--- config.mk ---
export PLATFORM = sky130hd
export DESIGN_NAME = first_best_fit_allocator
export DESIGN_NICKNAME = d
export VERILOG_FILES = /design/src/rtl/core/fbfa_pkg.sv /design/src/rtl/core/fbfa_ram.sv /design/src/rtl/core/fbfa_engine.sv /design/src/rtl/core/first_best_fit_allocator.sv
export SDC_FILE = /design/constraint.sdc
export NUM_CORES = 2
export LEC_CHECK = 0
export BUFFER_PORTS_ARGS = -buffer_cell sky130_fd_sc_hd__buf_2
export CAP_MARGIN = 20
export CORE_ASPECT_RATIO = 0.6
export CORE_MARGIN = 2
export CORE_UTILIZATION = 53
export DETAILED_ROUTE_END_ITERATION = 10
export GPL_ROUTABILITY_DRIVEN = 0
export HOLD_SLACK_MARGIN = 0.15
export PLACE_DENSITY = 0.7
export SLEW_MARGIN = 40
export SYNTH_ARGS = -nofsm -noshare
export SYNTH_HDL_FRONTEND = slang
export SYNTH_SLANG_ARGS = --single-unit
--- constraint.sdc ---
create_clock -name clk -period 8.7 [get_ports clk]
set_clock_uncertainty 0.2 [all_clocks]
set_input_delay 0.435 -clock clk [delete_from_list [all_inputs] [get_ports clk]]
set_output_delay 0.435 -clock clk [all_outputs]
set_load 0.05 [all_outputs]
--- src/rtl/core/fbfa_pkg.sv ---
// shared types, constants and state codes for the segment allocator
// no dependencies
`timescale 1ns / 1ps

package fbfa_pkg;

  localparam int SIZE_W           = 21;
  localparam int ID_W             = 16;
  localparam int ADDR_W           = 20;
  localparam int CFG_IDX_W        = 2;
  localparam int MAX_SEGMENTS_DEF = 64;

  localparam logic [SIZE_W-1:0] SPACE_MAX = 21'd1048576;

  localparam logic [CFG_IDX_W-1:0] CFG_FIT_POLICY  = 2'd0;
  localparam logic [CFG_IDX_W-1:0] CFG_TOTAL_SPACE = 2'd1;

  localparam logic FUNC_ALLOC = 1'b0;
  localparam logic FUNC_FREE  = 1'b1;

  localparam logic POLICY_FIRST = 1'b0;
  localparam logic POLICY_BEST  = 1'b1;

  typedef struct packed {
    logic              used;
    logic [ID_W-1:0]   owner;
    logic [SIZE_W-1:0] size;
  } entry_t;

  typedef struct packed {
    logic              granted;
    logic [ADDR_W-1:0] alloc_address;
    logic [SIZE_W-1:0] total_free;
    logic [SIZE_W-1:0] largest_free;
  } result_t;

  typedef enum logic [3:0] {
    S_INIT,
    S_IDLE,
    S_SCAN,
    S_DECIDE,
    S_SHIFT,
    S_PLACE0,
    S_PLACE1,
    S_FNEXT,
    S_FMERGE,
    S_COMPACT,
    S_STATS,
    S_DONE
  } state_t;

endpackage

--- src/rtl/core/fbfa_ram.sv ---
// generic single-port-write, single-port-read ram with registered read data
// no dependencies
`timescale 1ns / 1ps

module fbfa_ram #(
  parameter int WIDTH = 8,
  parameter int DEPTH = 64,
  parameter int AW    = (DEPTH > 1) ? $clog2(DEPTH) : 1
) (
  input  logic             clk,
  input  logic             we,
  input  logic [AW-1:0]    waddr,
  input  logic [WIDTH-1:0] wdata,
  input  logic [AW-1:0]    raddr,
  output logic [WIDTH-1:0] rdata
);

  logic [WIDTH-1:0] mem [DEPTH];

  always_ff @(posedge clk) begin
    if (we) begin
      mem[waddr] <= wdata;
    end
    rdata <= mem[raddr];
  end

endmodule

--- src/rtl/core/fbfa_engine.sv ---
// sequencer that walks the segment table: search, insert shift, merge,
// compaction and free-space totals; depends on fbfa_pkg and fbfa_ram ports
`timescale 1ns / 1ps

module fbfa_engine #(
  parameter int MAX_SEGMENTS = fbfa_pkg::MAX_SEGMENTS_DEF,
  parameter int IW           = (MAX_SEGMENTS > 1) ? $clog2(MAX_SEGMENTS) : 1
) (
  input  logic                       clk,
  input  logic                       rst,
  input  logic                       reinit,
  input  logic                       fit_policy,
  input  logic [fbfa_pkg::SIZE_W-1:0] total_space,
  input  logic                       in_fire,
  input  logic                       func,
  input  logic [fbfa_pkg::ID_W-1:0]  request_id,
  input  logic [fbfa_pkg::SIZE_W-1:0] req_size,
  output logic                       idle,
  output logic                       res_valid,
  input  logic                       res_ready,
  output fbfa_pkg::result_t          res,
  output logic                       ram_we,
  output logic [IW-1:0]              ram_waddr,
  output fbfa_pkg::entry_t           ram_wdata,
  output logic [IW-1:0]              ram_raddr,
  input  fbfa_pkg::entry_t           ram_rdata
);

  import fbfa_pkg::*;

  localparam int CW = $clog2(MAX_SEGMENTS + 1);
  localparam logic [CW-1:0] CNT_MAX = CW'(MAX_SEGMENTS);
  localparam logic [CW-1:0] ONE     = CW'(1);

  state_t state, state_next;
  logic [CW-1:0]     cnt, cnt_next;
  logic [CW-1:0]     idx, idx_next;
  logic              vld, vld_next;
  logic [CW-1:0]     vidx, vidx_next;
  logic              stop, stop_next;
  logic              func_r, func_r_next;
  logic [ID_W-1:0]   id_r, id_r_next;
  logic [SIZE_W-1:0] sz_r, sz_r_next;
  logic              found, found_next;
  logic [CW-1:0]     pick, pick_next;
  logic [SIZE_W-1:0] pick_addr, pick_addr_next;
  logic [SIZE_W-1:0] pick_size, pick_size_next;
  logic [SIZE_W-1:0] acc, acc_next;
  logic              prev_free, prev_free_next;
  logic [SIZE_W-1:0] prev_size, prev_size_next;
  logic              nxt_free, nxt_free_next;
  logic [SIZE_W-1:0] nxt_size, nxt_size_next;
  logic              ok, ok_next;
  logic [SIZE_W-1:0] tot, tot_next;
  logic [SIZE_W-1:0] big, big_next;
  logic [1:0]        rem, rem_next;

  logic              issue;
  logic              fits;
  logic [SIZE_W-1:0] merged;
  logic [1:0]        mrg_r;
  logic [CW-1:0]     mrg_p;

  // read issue per walking state
  always_comb begin
    case (state)
      S_SCAN:    issue = !stop && (idx < cnt);
      S_SHIFT:   issue = !stop;
      S_COMPACT: issue = idx < cnt;
      S_STATS:   issue = idx < cnt;
      default:   issue = 1'b0;
    endcase
  end

  assign fits   = !ram_rdata.used && (ram_rdata.size >= sz_r) && (sz_r != '0);
  assign merged = pick_size + (nxt_free ? nxt_size : '0);
  assign mrg_r  = prev_free ? (2'd1 + {1'b0, nxt_free}) : {1'b0, nxt_free};
  assign mrg_p  = prev_free ? pick : pick + ONE;

  // next state and register updates
  always_comb begin
    state_next     = state;
    cnt_next       = cnt;
    idx_next       = issue ? idx + ONE : idx;
    vld_next       = issue;
    vidx_next      = idx;
    stop_next      = stop;
    func_r_next    = func_r;
    id_r_next      = id_r;
    sz_r_next      = sz_r;
    found_next     = found;
    pick_next      = pick;
    pick_addr_next = pick_addr;
    pick_size_next = pick_size;
    acc_next       = acc;
    prev_free_next = prev_free;
    prev_size_next = prev_size;
    nxt_free_next  = nxt_free;
    nxt_size_next  = nxt_size;
    ok_next        = ok;
    tot_next       = tot;
    big_next       = big;
    rem_next       = rem;
    case (state)
      S_INIT: begin
        cnt_next   = ONE;
        state_next = S_IDLE;
      end
      S_IDLE: begin
        if (reinit) begin
          state_next = S_INIT;
        end else if (in_fire) begin
          func_r_next    = func;
          id_r_next      = request_id;
          sz_r_next      = req_size;
          idx_next       = '0;
          stop_next      = 1'b0;
          found_next     = 1'b0;
          acc_next       = '0;
          prev_free_next = 1'b0;
          prev_size_next = '0;
          state_next     = S_SCAN;
        end
      end
      S_SCAN: begin
        if (vld) begin
          if (func_r == FUNC_ALLOC) begin
            if (fits && (!found ||
                (fit_policy == POLICY_BEST && ram_rdata.size < pick_size))) begin
              found_next     = 1'b1;
              pick_next      = vidx;
              pick_addr_next = acc;
              pick_size_next = ram_rdata.size;
              if (fit_policy == POLICY_FIRST) begin
                stop_next = 1'b1;
              end
            end
            acc_next = acc + ram_rdata.size;
          end else if (!found) begin
            if (ram_rdata.used && ram_rdata.owner == id_r) begin
              found_next     = 1'b1;
              pick_next      = vidx;
              pick_size_next = ram_rdata.size;
              stop_next      = 1'b1;
            end else begin
              prev_free_next = !ram_rdata.used;
              prev_size_next = ram_rdata.size;
            end
          end
        end
        if (!issue && !vld) begin
          state_next = S_DECIDE;
        end
      end
      S_DECIDE: begin
        idx_next  = '0;
        tot_next  = '0;
        big_next  = '0;
        stop_next = 1'b0;
        if (func_r == FUNC_ALLOC) begin
          if (!found) begin
            ok_next    = 1'b0;
            state_next = S_STATS;
          end else if (pick_size == sz_r) begin
            ok_next    = 1'b1;
            state_next = S_STATS;
          end else if (cnt == CNT_MAX) begin
            ok_next    = 1'b0;
            state_next = S_STATS;
          end else begin
            ok_next = 1'b1;
            if (cnt > pick + ONE) begin
              idx_next   = cnt - ONE;
              state_next = S_SHIFT;
            end else begin
              state_next = S_PLACE0;
            end
          end
        end else begin
          if (!found) begin
            ok_next    = 1'b0;
            state_next = S_STATS;
          end else begin
            ok_next = 1'b1;
            if (pick + ONE < cnt) begin
              state_next = S_FNEXT;
            end else begin
              nxt_free_next = 1'b0;
              nxt_size_next = '0;
              state_next    = S_FMERGE;
            end
          end
        end
      end
      S_SHIFT: begin
        // copy entries one place up, highest first
        if (issue) begin
          idx_next  = idx - ONE;
          stop_next = (idx == pick + ONE);
        end
        if (!issue && !vld) begin
          state_next = S_PLACE0;
        end
      end
      S_PLACE0: begin
        state_next = S_PLACE1;
      end
      S_PLACE1: begin
        cnt_next   = cnt + ONE;
        idx_next   = '0;
        tot_next   = '0;
        big_next   = '0;
        state_next = S_STATS;
      end
      S_FNEXT: begin
        nxt_free_next = !ram_rdata.used;
        nxt_size_next = ram_rdata.size;
        state_next    = S_FMERGE;
      end
      S_FMERGE: begin
        rem_next = mrg_r;
        if (mrg_r == 2'd0) begin
          idx_next   = '0;
          tot_next   = '0;
          big_next   = '0;
          state_next = S_STATS;
        end else begin
          idx_next   = mrg_p + CW'(mrg_r);
          state_next = S_COMPACT;
        end
      end
      S_COMPACT: begin
        // pull later entries down over the merged ones
        if (!issue && !vld) begin
          cnt_next   = cnt - CW'(rem);
          idx_next   = '0;
          tot_next   = '0;
          big_next   = '0;
          state_next = S_STATS;
        end
      end
      S_STATS: begin
        if (vld && !ram_rdata.used) begin
          tot_next = tot + ram_rdata.size;
          if (ram_rdata.size > big) begin
            big_next = ram_rdata.size;
          end
        end
        if (!issue && !vld) begin
          state_next = S_DONE;
        end
      end
      S_DONE: begin
        if (res_ready) begin
          state_next = S_IDLE;
        end
      end
      default: begin
        state_next = S_INIT;
      end
    endcase
  end

  // memory port drive
  always_comb begin
    ram_we    = 1'b0;
    ram_waddr = '0;
    ram_wdata = '0;
    ram_raddr = idx[IW-1:0];
    case (state)
      S_INIT: begin
        ram_we         = 1'b1;
        ram_wdata.size = total_space;
      end
      S_DECIDE: begin
        ram_raddr = IW'(pick + ONE);
        if (func_r == FUNC_ALLOC && found && pick_size == sz_r) begin
          ram_we    = 1'b1;
          ram_waddr = pick[IW-1:0];
          ram_wdata = '{used: 1'b1, owner: id_r, size: sz_r};
        end
      end
      S_SHIFT: begin
        ram_we    = vld;
        ram_waddr = IW'(vidx + ONE);
        ram_wdata = ram_rdata;
      end
      S_PLACE0: begin
        ram_we    = 1'b1;
        ram_waddr = pick[IW-1:0];
        ram_wdata = '{used: 1'b1, owner: id_r, size: sz_r};
      end
      S_PLACE1: begin
        ram_we         = 1'b1;
        ram_waddr      = IW'(pick + ONE);
        ram_wdata.size = pick_size - sz_r;
      end
      S_FMERGE: begin
        ram_we = 1'b1;
        if (prev_free) begin
          ram_waddr      = IW'(pick - ONE);
          ram_wdata.size = prev_size + merged;
        end else begin
          ram_waddr      = pick[IW-1:0];
          ram_wdata.size = merged;
        end
      end
      S_COMPACT: begin
        ram_we    = vld;
        ram_waddr = IW'(vidx - CW'(rem));
        ram_wdata = ram_rdata;
      end
      default: begin
        ram_we = 1'b0;
      end
    endcase
  end

  assign idle                = (state == S_IDLE);
  assign res_valid           = (state == S_DONE);
  assign res.granted         = ok;
  assign res.alloc_address   = (ok && func_r == FUNC_ALLOC) ? pick_addr[ADDR_W-1:0] : '0;
  assign res.total_free      = tot;
  assign res.largest_free    = big;

  always_ff @(posedge clk) begin
    if (rst) begin
      state <= S_INIT;
      cnt   <= ONE;
      vld   <= 1'b0;
      stop  <= 1'b0;
    end else begin
      state <= state_next;
      cnt   <= cnt_next;
      vld   <= vld_next;
      stop  <= stop_next;
    end
  end

  always_ff @(posedge clk) begin
    idx       <= idx_next;
    vidx      <= vidx_next;
    func_r    <= func_r_next;
    id_r      <= id_r_next;
    sz_r      <= sz_r_next;
    found     <= found_next;
    pick      <= pick_next;
    pick_addr <= pick_addr_next;
    pick_size <= pick_size_next;
    acc       <= acc_next;
    prev_free <= prev_free_next;
    prev_size <= prev_size_next;
    nxt_free  <= nxt_free_next;
    nxt_size  <= nxt_size_next;
    ok        <= ok_next;
    tot       <= tot_next;
    big       <= big_next;
    rem       <= rem_next;
  end

endmodule

--- src/rtl/core/first_best_fit_allocator.sv ---
// top level of the segment allocator: config registers, output register,
// table memory and sequencer; depends on fbfa_pkg, fbfa_ram, fbfa_engine
`timescale 1ns / 1ps

// Segment allocator with first-fit or best-fit placement and coalescing on
// free. The managed space is kept as an ordered table of contiguous segments
// in one block ram (one entry per segment: used flag, owner id, size). Each
// word walks the table through the single read port: a search pass over the
// live segments, then for a split an upward shift of the entries above the
// pick, or for a free a compaction pass after the merge, and finally a pass
// that sums free space and finds the largest free segment. Words are
// processed one at a time; the next word is taken while the previous result
// still sits in the output register. After reset, and after a write of
// total_space that reaches the sequencer while it is idle, the table is
// rebuilt as one free segment; no word is taken while the rebuild is pending.

module first_best_fit_allocator #(
  parameter int MAX_SEGMENTS = fbfa_pkg::MAX_SEGMENTS_DEF
) (
  input  logic                        clk,
  input  logic                        rst,
  // input words
  input  logic                        in_valid,
  output logic                        in_stall,
  input  logic                        func,
  input  logic [fbfa_pkg::ID_W-1:0]   request_id,
  input  logic [fbfa_pkg::SIZE_W-1:0] req_size,
  // result words
  output logic                        out_valid,
  input  logic                        out_stall,
  output logic                        granted,
  output logic [fbfa_pkg::ADDR_W-1:0] alloc_address,
  output logic [fbfa_pkg::SIZE_W-1:0] total_free,
  output logic [fbfa_pkg::SIZE_W-1:0] largest_free,
  // config writes
  input  logic                           cfg_we,
  input  logic [fbfa_pkg::CFG_IDX_W-1:0] cfg_index,
  input  logic [fbfa_pkg::SIZE_W-1:0]    cfg_data
);

  import fbfa_pkg::*;

  localparam int IW = (MAX_SEGMENTS > 1) ? $clog2(MAX_SEGMENTS) : 1;

  logic              fit_policy;
  logic [SIZE_W-1:0] total_space, total_space_next;
  logic              reinit;

  logic    eng_idle;
  logic    res_valid;
  logic    res_ready;
  result_t res;
  logic    in_fire;

  logic          ram_we;
  logic [IW-1:0] ram_waddr;
  logic [IW-1:0] ram_raddr;
  entry_t        ram_wdata;
  entry_t        ram_rdata;

  // clamp space to 1 .. SPACE_MAX
  always_comb begin
    if (cfg_data == '0) begin
      total_space_next = SIZE_W'(1);
    end else if (cfg_data > SPACE_MAX) begin
      total_space_next = SPACE_MAX;
    end else begin
      total_space_next = cfg_data;
    end
  end

  always_ff @(posedge clk) begin
    if (rst) begin
      fit_policy  <= POLICY_FIRST;
      total_space <= SPACE_MAX;
      reinit      <= 1'b0;
    end else begin
      reinit <= cfg_we && (cfg_index == CFG_TOTAL_SPACE);
      if (cfg_we && cfg_index == CFG_FIT_POLICY) begin
        fit_policy <= cfg_data[0];
      end
      if (cfg_we && cfg_index == CFG_TOTAL_SPACE) begin
        total_space <= total_space_next;
      end
    end
  end

  // hold off new words while busy or while a table rebuild is pending
  assign in_stall  = !eng_idle || reinit;
  assign in_fire   = in_valid && !in_stall;
  assign res_ready = !out_valid || !out_stall;

  fbfa_ram #(
    .WIDTH ($bits(entry_t)),
    .DEPTH (MAX_SEGMENTS)
  ) u_table (
    .clk   (clk),
    .we    (ram_we),
    .waddr (ram_waddr),
    .wdata (ram_wdata),
    .raddr (ram_raddr),
    .rdata (ram_rdata)
  );

  fbfa_engine #(
    .MAX_SEGMENTS (MAX_SEGMENTS)
  ) u_engine (
    .clk         (clk),
    .rst         (rst),
    .reinit      (reinit),
    .fit_policy  (fit_policy),
    .total_space (total_space),
    .in_fire     (in_fire),
    .func        (func),
    .request_id  (request_id),
    .req_size    (req_size),
    .idle        (eng_idle),
    .res_valid   (res_valid),
    .res_ready   (res_ready),
    .res         (res),
    .ram_we      (ram_we),
    .ram_waddr   (ram_waddr),
    .ram_wdata   (ram_wdata),
    .ram_raddr   (ram_raddr),
    .ram_rdata   (ram_rdata)
  );

  // output register, decouples the result from the next word's walk
  always_ff @(posedge clk) begin
    if (rst) begin
      out_valid <= 1'b0;
    end else if (res_valid && res_ready) begin
      out_valid <= 1'b1;
    end else if (!out_stall) begin
      out_valid <= 1'b0;
    end
  end

  always_ff @(posedge clk) begin
    if (res_valid && res_ready) begin
      granted       <= res.granted;
      alloc_address <= res.alloc_address;
      total_free    <= res.total_free;
      largest_free  <= res.largest_free;
    end
  end

endmodule
**After elaboration in Yosys (flattened, before gate mapping)**

Memory sizes are Yosys's and may differ from the RTL's. A register that Yosys moved wholly into a read port is not among the register bits.
Index checks and enable logic that the tools add are counted.

- Memories: 1
- RAM bits: 2432
- Input bits: 66
- Register bits: 311

Memory list:

| name | words | width | read ports | clocked after memory_dff | write ports | RTL line | RTL |
|---|---|---|---|---|---|---|---|
| u_table.mem | 64 | 38 | 1 | 1 | 1 | fbfa_ram.sv:18 | `logic [WIDTH-1:0] mem [DEPTH];` |

- Equality and inequality tests: 43
- Order comparisons: 7
- Bitwise logic cells: 2
- Muxes and demuxes: 109
- Reduce and logical (&&, ||, !) cells: 54
- Add/sub/neg operators: 16

Operator list:

| cell | count |
|---|---|
| $mux W21 | 24 |
| $pmux W21 S4 | 2 |
| $pmux W21 S2 | 3 |
| $pmux W21 S6 | 1 |
| $mux W7 | 17 |
| $add A21 B21 Y21 | 4 |
| $mux W4 | 13 |
| $pmux W17 S3 | 1 |
| $pmux W4 S12 | 1 |
| $pmux W7 S6 | 1 |
| $mux W38 | 1 |
| $pmux W6 S6 | 1 |
| $mux W1 | 32 |
| $ne A2 B1 Y1 const B | 15 |
| $add A7 B1 Y7 const B | 3 |
| $eq A21 B21 Y1 | 1 |
| $ge A21 B21 Y1 | 1 |
| $gt A21 B21 Y1 | 1 |
| $gt A21 B21 Y1 const B | 1 |
| $logic_not A21 Y1 | 1 |
| $lt A21 B21 Y1 | 1 |
| $pmux W7 S3 | 1 |
| $reduce_bool A21 Y1 | 1 |
| $sub A21 B21 Y21 | 1 |
| other kinds (44) | 103 |

**Longest topological paths before layout**

- Depth in word-level cells: 8
- Depth in mapped cells: 20

**Hierarchy**

Synthesis repeated with hierarchy kept, for this count alone.

- Cells, all modules: 5950
- Area total of the unflattened synthesis: 113219.8 um2

By module, submodules not included:

| module | area each (um2) | seq. area each (um2) | cells an instance | instances |
|---|---|---|---|---|
| fbfa_ram | 93055.5 | 73790.8 | 3993 | 1 |
| fbfa_engine | 17135.2 | 6426.2 | 1776 | 1 |
| first_best_fit_allocator | 3029.2 | 2372.3 | 181 | 1 |

**Least setup slack after synthesis**

Ideal clock, no wire load.

- Path type: register to register
- Start point: register u_engine.nxt_free
- End point: memory u_table.mem[0][12] (netlist name) (data pin)
- Slack: 2310 ps
- Arrival: 5623 ps
- Setup time: 567 ps
- Data required time: 7933 ps
- Period minus slack after synthesis: 6390 ps
- Cell stages (with the launch flop): 20
- Path through: edfxtp_1 -> clkbuf_1 -> and2_1 -> ha_1 -> a21o_1 -> a21oi_1 -> o21ai_0 -> a21oi_1 -> o21bai_1 -> xor2_1 -> ha_1 -> and2_1 -> or4_1 -> o21ai_1 -> o21ai_1 -> a21o_1 -> a21o_1 -> xor2_1 -> mux2i_1 -> o221ai_1

RTL lines:

| what | RTL line | RTL |
|---|---|---|
| start, declared | fbfa_engine.sv:51 | `logic nxt_free, nxt_free_next;` |
| start signal, assigned | fbfa_engine.sv:353 | `nxt_free <= nxt_free_next;` |
| end, declared | fbfa_ram.sv:18 |  |

==> tab_implementation.tex <==
\begin{tabular}{lr}
\hline
Metric & Value \\
\hline
\multicolumn{2}{l}{\textbf{Outcome}} \\
\quad Run status & finished clean \\
\multicolumn{2}{l}{\textbf{Route}} \\
\quad Detailed-route vias per instance & 6.620 \\
\quad Total number of vias & 63110 \\
\quad DRC errors left & 0 \\
\quad Number of nets with antenna violations after routing & 0 \\
\quad Initial DRC count & 10950 \\
\quad First-pass iteration count of the detailed router & 8 \\
\quad Drt wl/cell & 33.21 µm \\
\quad Total length of routed wires & 316600 µm \\
\multicolumn{2}{l}{\textbf{STA}} \\
\quad Count of final max-slew check failures & 0 \\
\quad Post-route minimum period & 6510 ps \\
\quad Hold Vio Cnt, Final & 0 \\
\quad Actual transition at the worst max-transition pin & 952.8 ps \\
\quad Final worst-path cycle share & 74.83\% \\
\quad Setup repair after global routing missed its margin & false \\
\quad Slew HR & 36.02\% \\
\quad Setup ws final & 2190 ps \\
\quad Setup-failing EPs final & 0 \\
\quad Upper clock frequency limit & 0.1536 GHz \\
\quad Setup TNS Final & 0 ps \\
\multicolumn{2}{l}{\textbf{Synth}} \\
\quad Number of flip-flops and latches in the synthesized netlist & 2780 \\
\quad Fraction of the yosys area taken by sequential cells & 72.36\% \\
\quad Number of enable flip-flop cells after synthesis & 2691 \\
\quad Post-Syn Area & 114100 µm² \\
\quad Main flop type after synthesis & sky130\_fd\_sc\_hd\_\_edfxtp\_1 \\
\quad Cell with the most instances after synthesis & sky130\_fd\_sc\_hd\_\_edfxtp\_1 \\
\quad Share of flip-flops with an asynchronous set or reset & 0\% \\
\quad Most area-consuming cells after synthesis & sky130\_fd\_sc\_hd\_\_edfxtp\_1, sky130\_fd\_sc\_hd\_\_mux4\_2, sky130\_fd\_sc\_hd\_\_ha\_1 \\
\quad Post-synthesis cell count & 6016 \\
\quad Area share of the largest cell type after synthesis & 70.80\% \\
\quad Commonest cells in the synthesized netlist & sky130\_fd\_sc\_hd\_\_edfxtp\_1, sky130\_fd\_sc\_hd\_\_mux4\_2, sky130\_fd\_sc\_hd\_\_nand2\_1, sky130\_fd\_sc\_hd\_\_nor2\_1, sky130\_fd\_sc\_hd\_\_ha\_1 \\
\quad Net count after synthesis & 6284 \\
\quad Mean cell area of the mapped netlist & 18.97 µm² \\
\quad Total of warnings raised by yosys & 0 \\
\quad Synth cell types & 86 \\
\quad Biggest area consumer among synthesized cells & sky130\_fd\_sc\_hd\_\_edfxtp\_1 \\
\multicolumn{2}{l}{\textbf{Run}} \\
\quad Number of max-cap violations & 0 \\
\multicolumn{2}{l}{\textbf{Critical path}} \\
\quad Critical path required time & 8970 ps \\
\quad Kind of start point of the critical path & register \\
\quad Category of the critical setup timing path & reg -> reg \\
\quad Highest net fanout along the worst path & 45 \\
\quad Worst setup EP type & register \\
\quad Arr. time, crit path & 6780 ps \\
\multicolumn{2}{l}{\textbf{Layout}} \\
\quad Final Util & 60.79\% \\
\quad Layout cell share with drive strength beyond 1 & 24.14\% \\
\quad Final net count & 6742 \\
\quad Layout area overhead & 13.57\% \\
\quad Final instance area & 129600 µm² \\
\quad Final-layout fill cell count & 14720 \\
\multicolumn{2}{l}{\textbf{Clocking}} \\
\quad Clock latency of the later-clocked register in the worst-skew pair & 920 ps \\
\quad Clock sinks & 2780 \\
\quad Maximum level of the CTS H-tree & 4 \\
\quad Hold buffer count at cts & 149 \\
\quad Max Root-Sink Buffers & 4 \\
\quad Clock buffers created by TritonCTS & 242 \\
\quad Clock transition at the register clock pins on the worst setup and hold paths after CTS & 70 ps \\
\quad Buffers inserted by post-CTS timing repair & 0 \\
\quad Number of cells upsized or downsized after cts & 0 \\
\quad CTS tree & done \\
\quad Clock Tree Root & sky130\_fd\_sc\_hd\_\_clkbuf\_16 \\
\multicolumn{2}{l}{\textbf{Die}} \\
\quad Area inside the core boundary & 213200 µm² \\
\quad Height of the die & 363.5 µm \\
\quad Floorplan die width & 603.1 µm \\
\quad Die outline area & 219200 µm² \\
\quad Initial Utilization & 53.53\% \\
\quad IO Pins & 131 \\
\quad Standard-cell row count & 131 \\
\multicolumn{2}{l}{\textbf{Power and ir drop}} \\
\quad Comb power frac & 32.6\% \\
\quad Pwr Total & 39.49 mW \\
\quad Net switching power figure & 13.48 mW \\
\quad Cell Pwr Density & 304.7 nW/µm² \\
\quad Switching Fraction & 34.13\% \\
\quad Leakage Power & 43.51 nW \\
\quad Cell Int Power & 26.01 mW \\
\quad Peak supply drop & 0.0002950 V \\
\quad Proportion of power drawn by flip-flops and latches & 40.7\% \\
\quad Clock share of power & 26.7\% \\
\multicolumn{2}{l}{\textbf{Global routing}} \\
\quad Largest net degree at the start of global routing & 138 \\
\quad Total global routing overflow & 0 \\
\quad Total routing usage reported by global routing & 28.70\% \\
\quad Vias in the first global route & 58710 \\
\quad Number of antenna violations at the first check in global routing & 23 \\
\quad Global-route wire length before repair & 445400 µm \\
\multicolumn{2}{l}{\textbf{Placed design}} \\
\quad Detailed placement HPWL & 201200 µm \\
\quad Buffers on Ports & 130 \\
\quad Post-DP Area & 120100 µm² \\
\quad Dpl ws & 2430 ps \\
\multicolumn{2}{l}{\textbf{Hold path}} \\
\quad Worst hold path class & reg -> reg \\
\hline
\end{tabular}
==> layer usage <==
layer / part of all wire [%] / global-route usage (%)
met1: 43 / 46.57
met2: 39 / 36.39
met3: 16 / 11.31
met4: 1.7 / 5.079
met5: 0.036 / 0
==> stage by stage <==
step,hold slack [ps],std cells
finish,210.5,9533
global route,212.6,9529
CTS,211.7,9510
detailed placement,195.6,8922
global placement,190.5,8890
floorplan,154.0,6016
==> critical path, stage by stage, from the launching register on <==
cell	delay, ps
sky130_fd_sc_hd__edfxtp_1	350
sky130_fd_sc_hd__buf_4	220
sky130_fd_sc_hd__and2_1	180
sky130_fd_sc_hd__ha_1	210
sky130_fd_sc_hd__fa_1	480
sky130_fd_sc_hd__a211oi_1	470
sky130_fd_sc_hd__o211ai_1	200
sky130_fd_sc_hd__a31oi_1	340
sky130_fd_sc_hd__nand2b_1	100
sky130_fd_sc_hd__a21o_1	190
sky130_fd_sc_hd__xor2_1	230
sky130_fd_sc_hd__ha_1	370
sky130_fd_sc_hd__a21o_1	210
sky130_fd_sc_hd__a31oi_1	150
sky130_fd_sc_hd__o21ai_0	110
sky130_fd_sc_hd__a21o_1	190
sky130_fd_sc_hd__a31o_2	260
sky130_fd_sc_hd__a21o_1	190
sky130_fd_sc_hd__a211o_1	280
sky130_fd_sc_hd__nand3_1	90
sky130_fd_sc_hd__nand3_2	470
sky130_fd_sc_hd__buf_4	520
==> layout by cell type (no fill, tap or decap), types with 54 or more instances in the layout <==
cell type	netlist	routed
sky130_fd_sc_hd__edfxtp_1	2691	2691
sky130_fd_sc_hd__mux4_2	608	608
sky130_fd_sc_hd__nand2_1	255	254
sky130_fd_sc_hd__clkbuf_16	0	246
sky130_fd_sc_hd__ha_1	194	194
sky130_fd_sc_hd__o211ai_1	173	173
sky130_fd_sc_hd__nor2_1	240	169
sky130_fd_sc_hd__mux2i_1	164	155
sky130_fd_sc_hd__mux2_2	152	152
sky130_fd_sc_hd__dlygate4sd3_1	0	149
sky130_fd_sc_hd__buf_4	23	149
sky130_fd_sc_hd__buf_2	103	130
sky130_fd_sc_hd__inv_1	122	121
sky130_fd_sc_hd__a21oi_1	125	121
sky130_fd_sc_hd__dfxtp_1	89	85
sky130_fd_sc_hd__o21ai_0	85	83
sky130_fd_sc_hd__xnor2_1	79	79
sky130_fd_sc_hd__nor2_4	0	68
sky130_fd_sc_hd__and2_1	63	62
sky130_fd_sc_hd__a21o_1	59	58
sky130_fd_sc_hd__xor2_1	54	54
sky130_fd_sc_hd__nand4_1	54	54
sky130_fd_sc_hd__and3_1	54	54
==> sequential cells by signal (all words and copies together), names as in the netlist, 21 cells and up <==
name                count
largest_free           21
total_free             21
total_space            21
u_engine.big           21
u_engine.nxt_size      21
u_engine.pick_size     21
u_engine.prev_size     21
u_engine.sz_r          21
u_engine.tot           21
u_table.mem          2432
u_table.rdata          38
==> area by class of cell <==
cell class	count	area, µm²	area share [%]
multi-input cells	2822	30780	23.74
diodes	5	12.51	0.009652
inverters	124	467.9	0.3610
repair buffers	504	4627	3.569
flip-flops and latches	2780	82590	63.72
well taps	2859	3577	2.760
clock buffers	306	6491	5.008
clock inverters	133	1077	0.8311
==> path summary, 6_finish.rpt <==
check,end,cells after the start,from,slack [ps]
max reg2reg,u_table.mem[53][18]$_DFFE_PP_,21,u_engine.nxt_free$_SDFFCE_PN0P_,2190
min,u_engine.pick[6]$_DFFE_PP_,0,u_engine.vidx[6]$_DFF_P_,210
min reg2reg,u_engine.pick[6]$_DFFE_PP_,0,u_engine.vidx[6]$_DFF_P_,210
max,u_table.mem[53][18]$_DFFE_PP_,21,u_engine.nxt_free$_SDFFCE_PN0P_,2190
==> power by group through the flow <==
stage	Combinational [mW]	Clock (mW)	Sequential, mW
2_1_floorplan	7.64	0	16.2
3_3_place_gp	12.1	0	16.3
3_5_place_dp	12.4	0	16.3
4_1_cts	12.5	10.6	16.0
5_1_grt	13.5	11.1	16.1
6_report	12.9	10.6	16.1
==> logic make-up after synthesis <==
logic type               Yosys count  synth area share (%)
AO/OA/AOI/OAI                    660                 4.014
multiplexers                     924                 14.93
XOR/XNOR                         133                 1.021
adder cells (fa/ha/maj)          202                 2.267
flip-flops                      2780                 72.36
buffers and inverters            414                 1.557
AND/OR/NAND/NOR                  903                 3.850
Power figures use the tool's default switching activity.
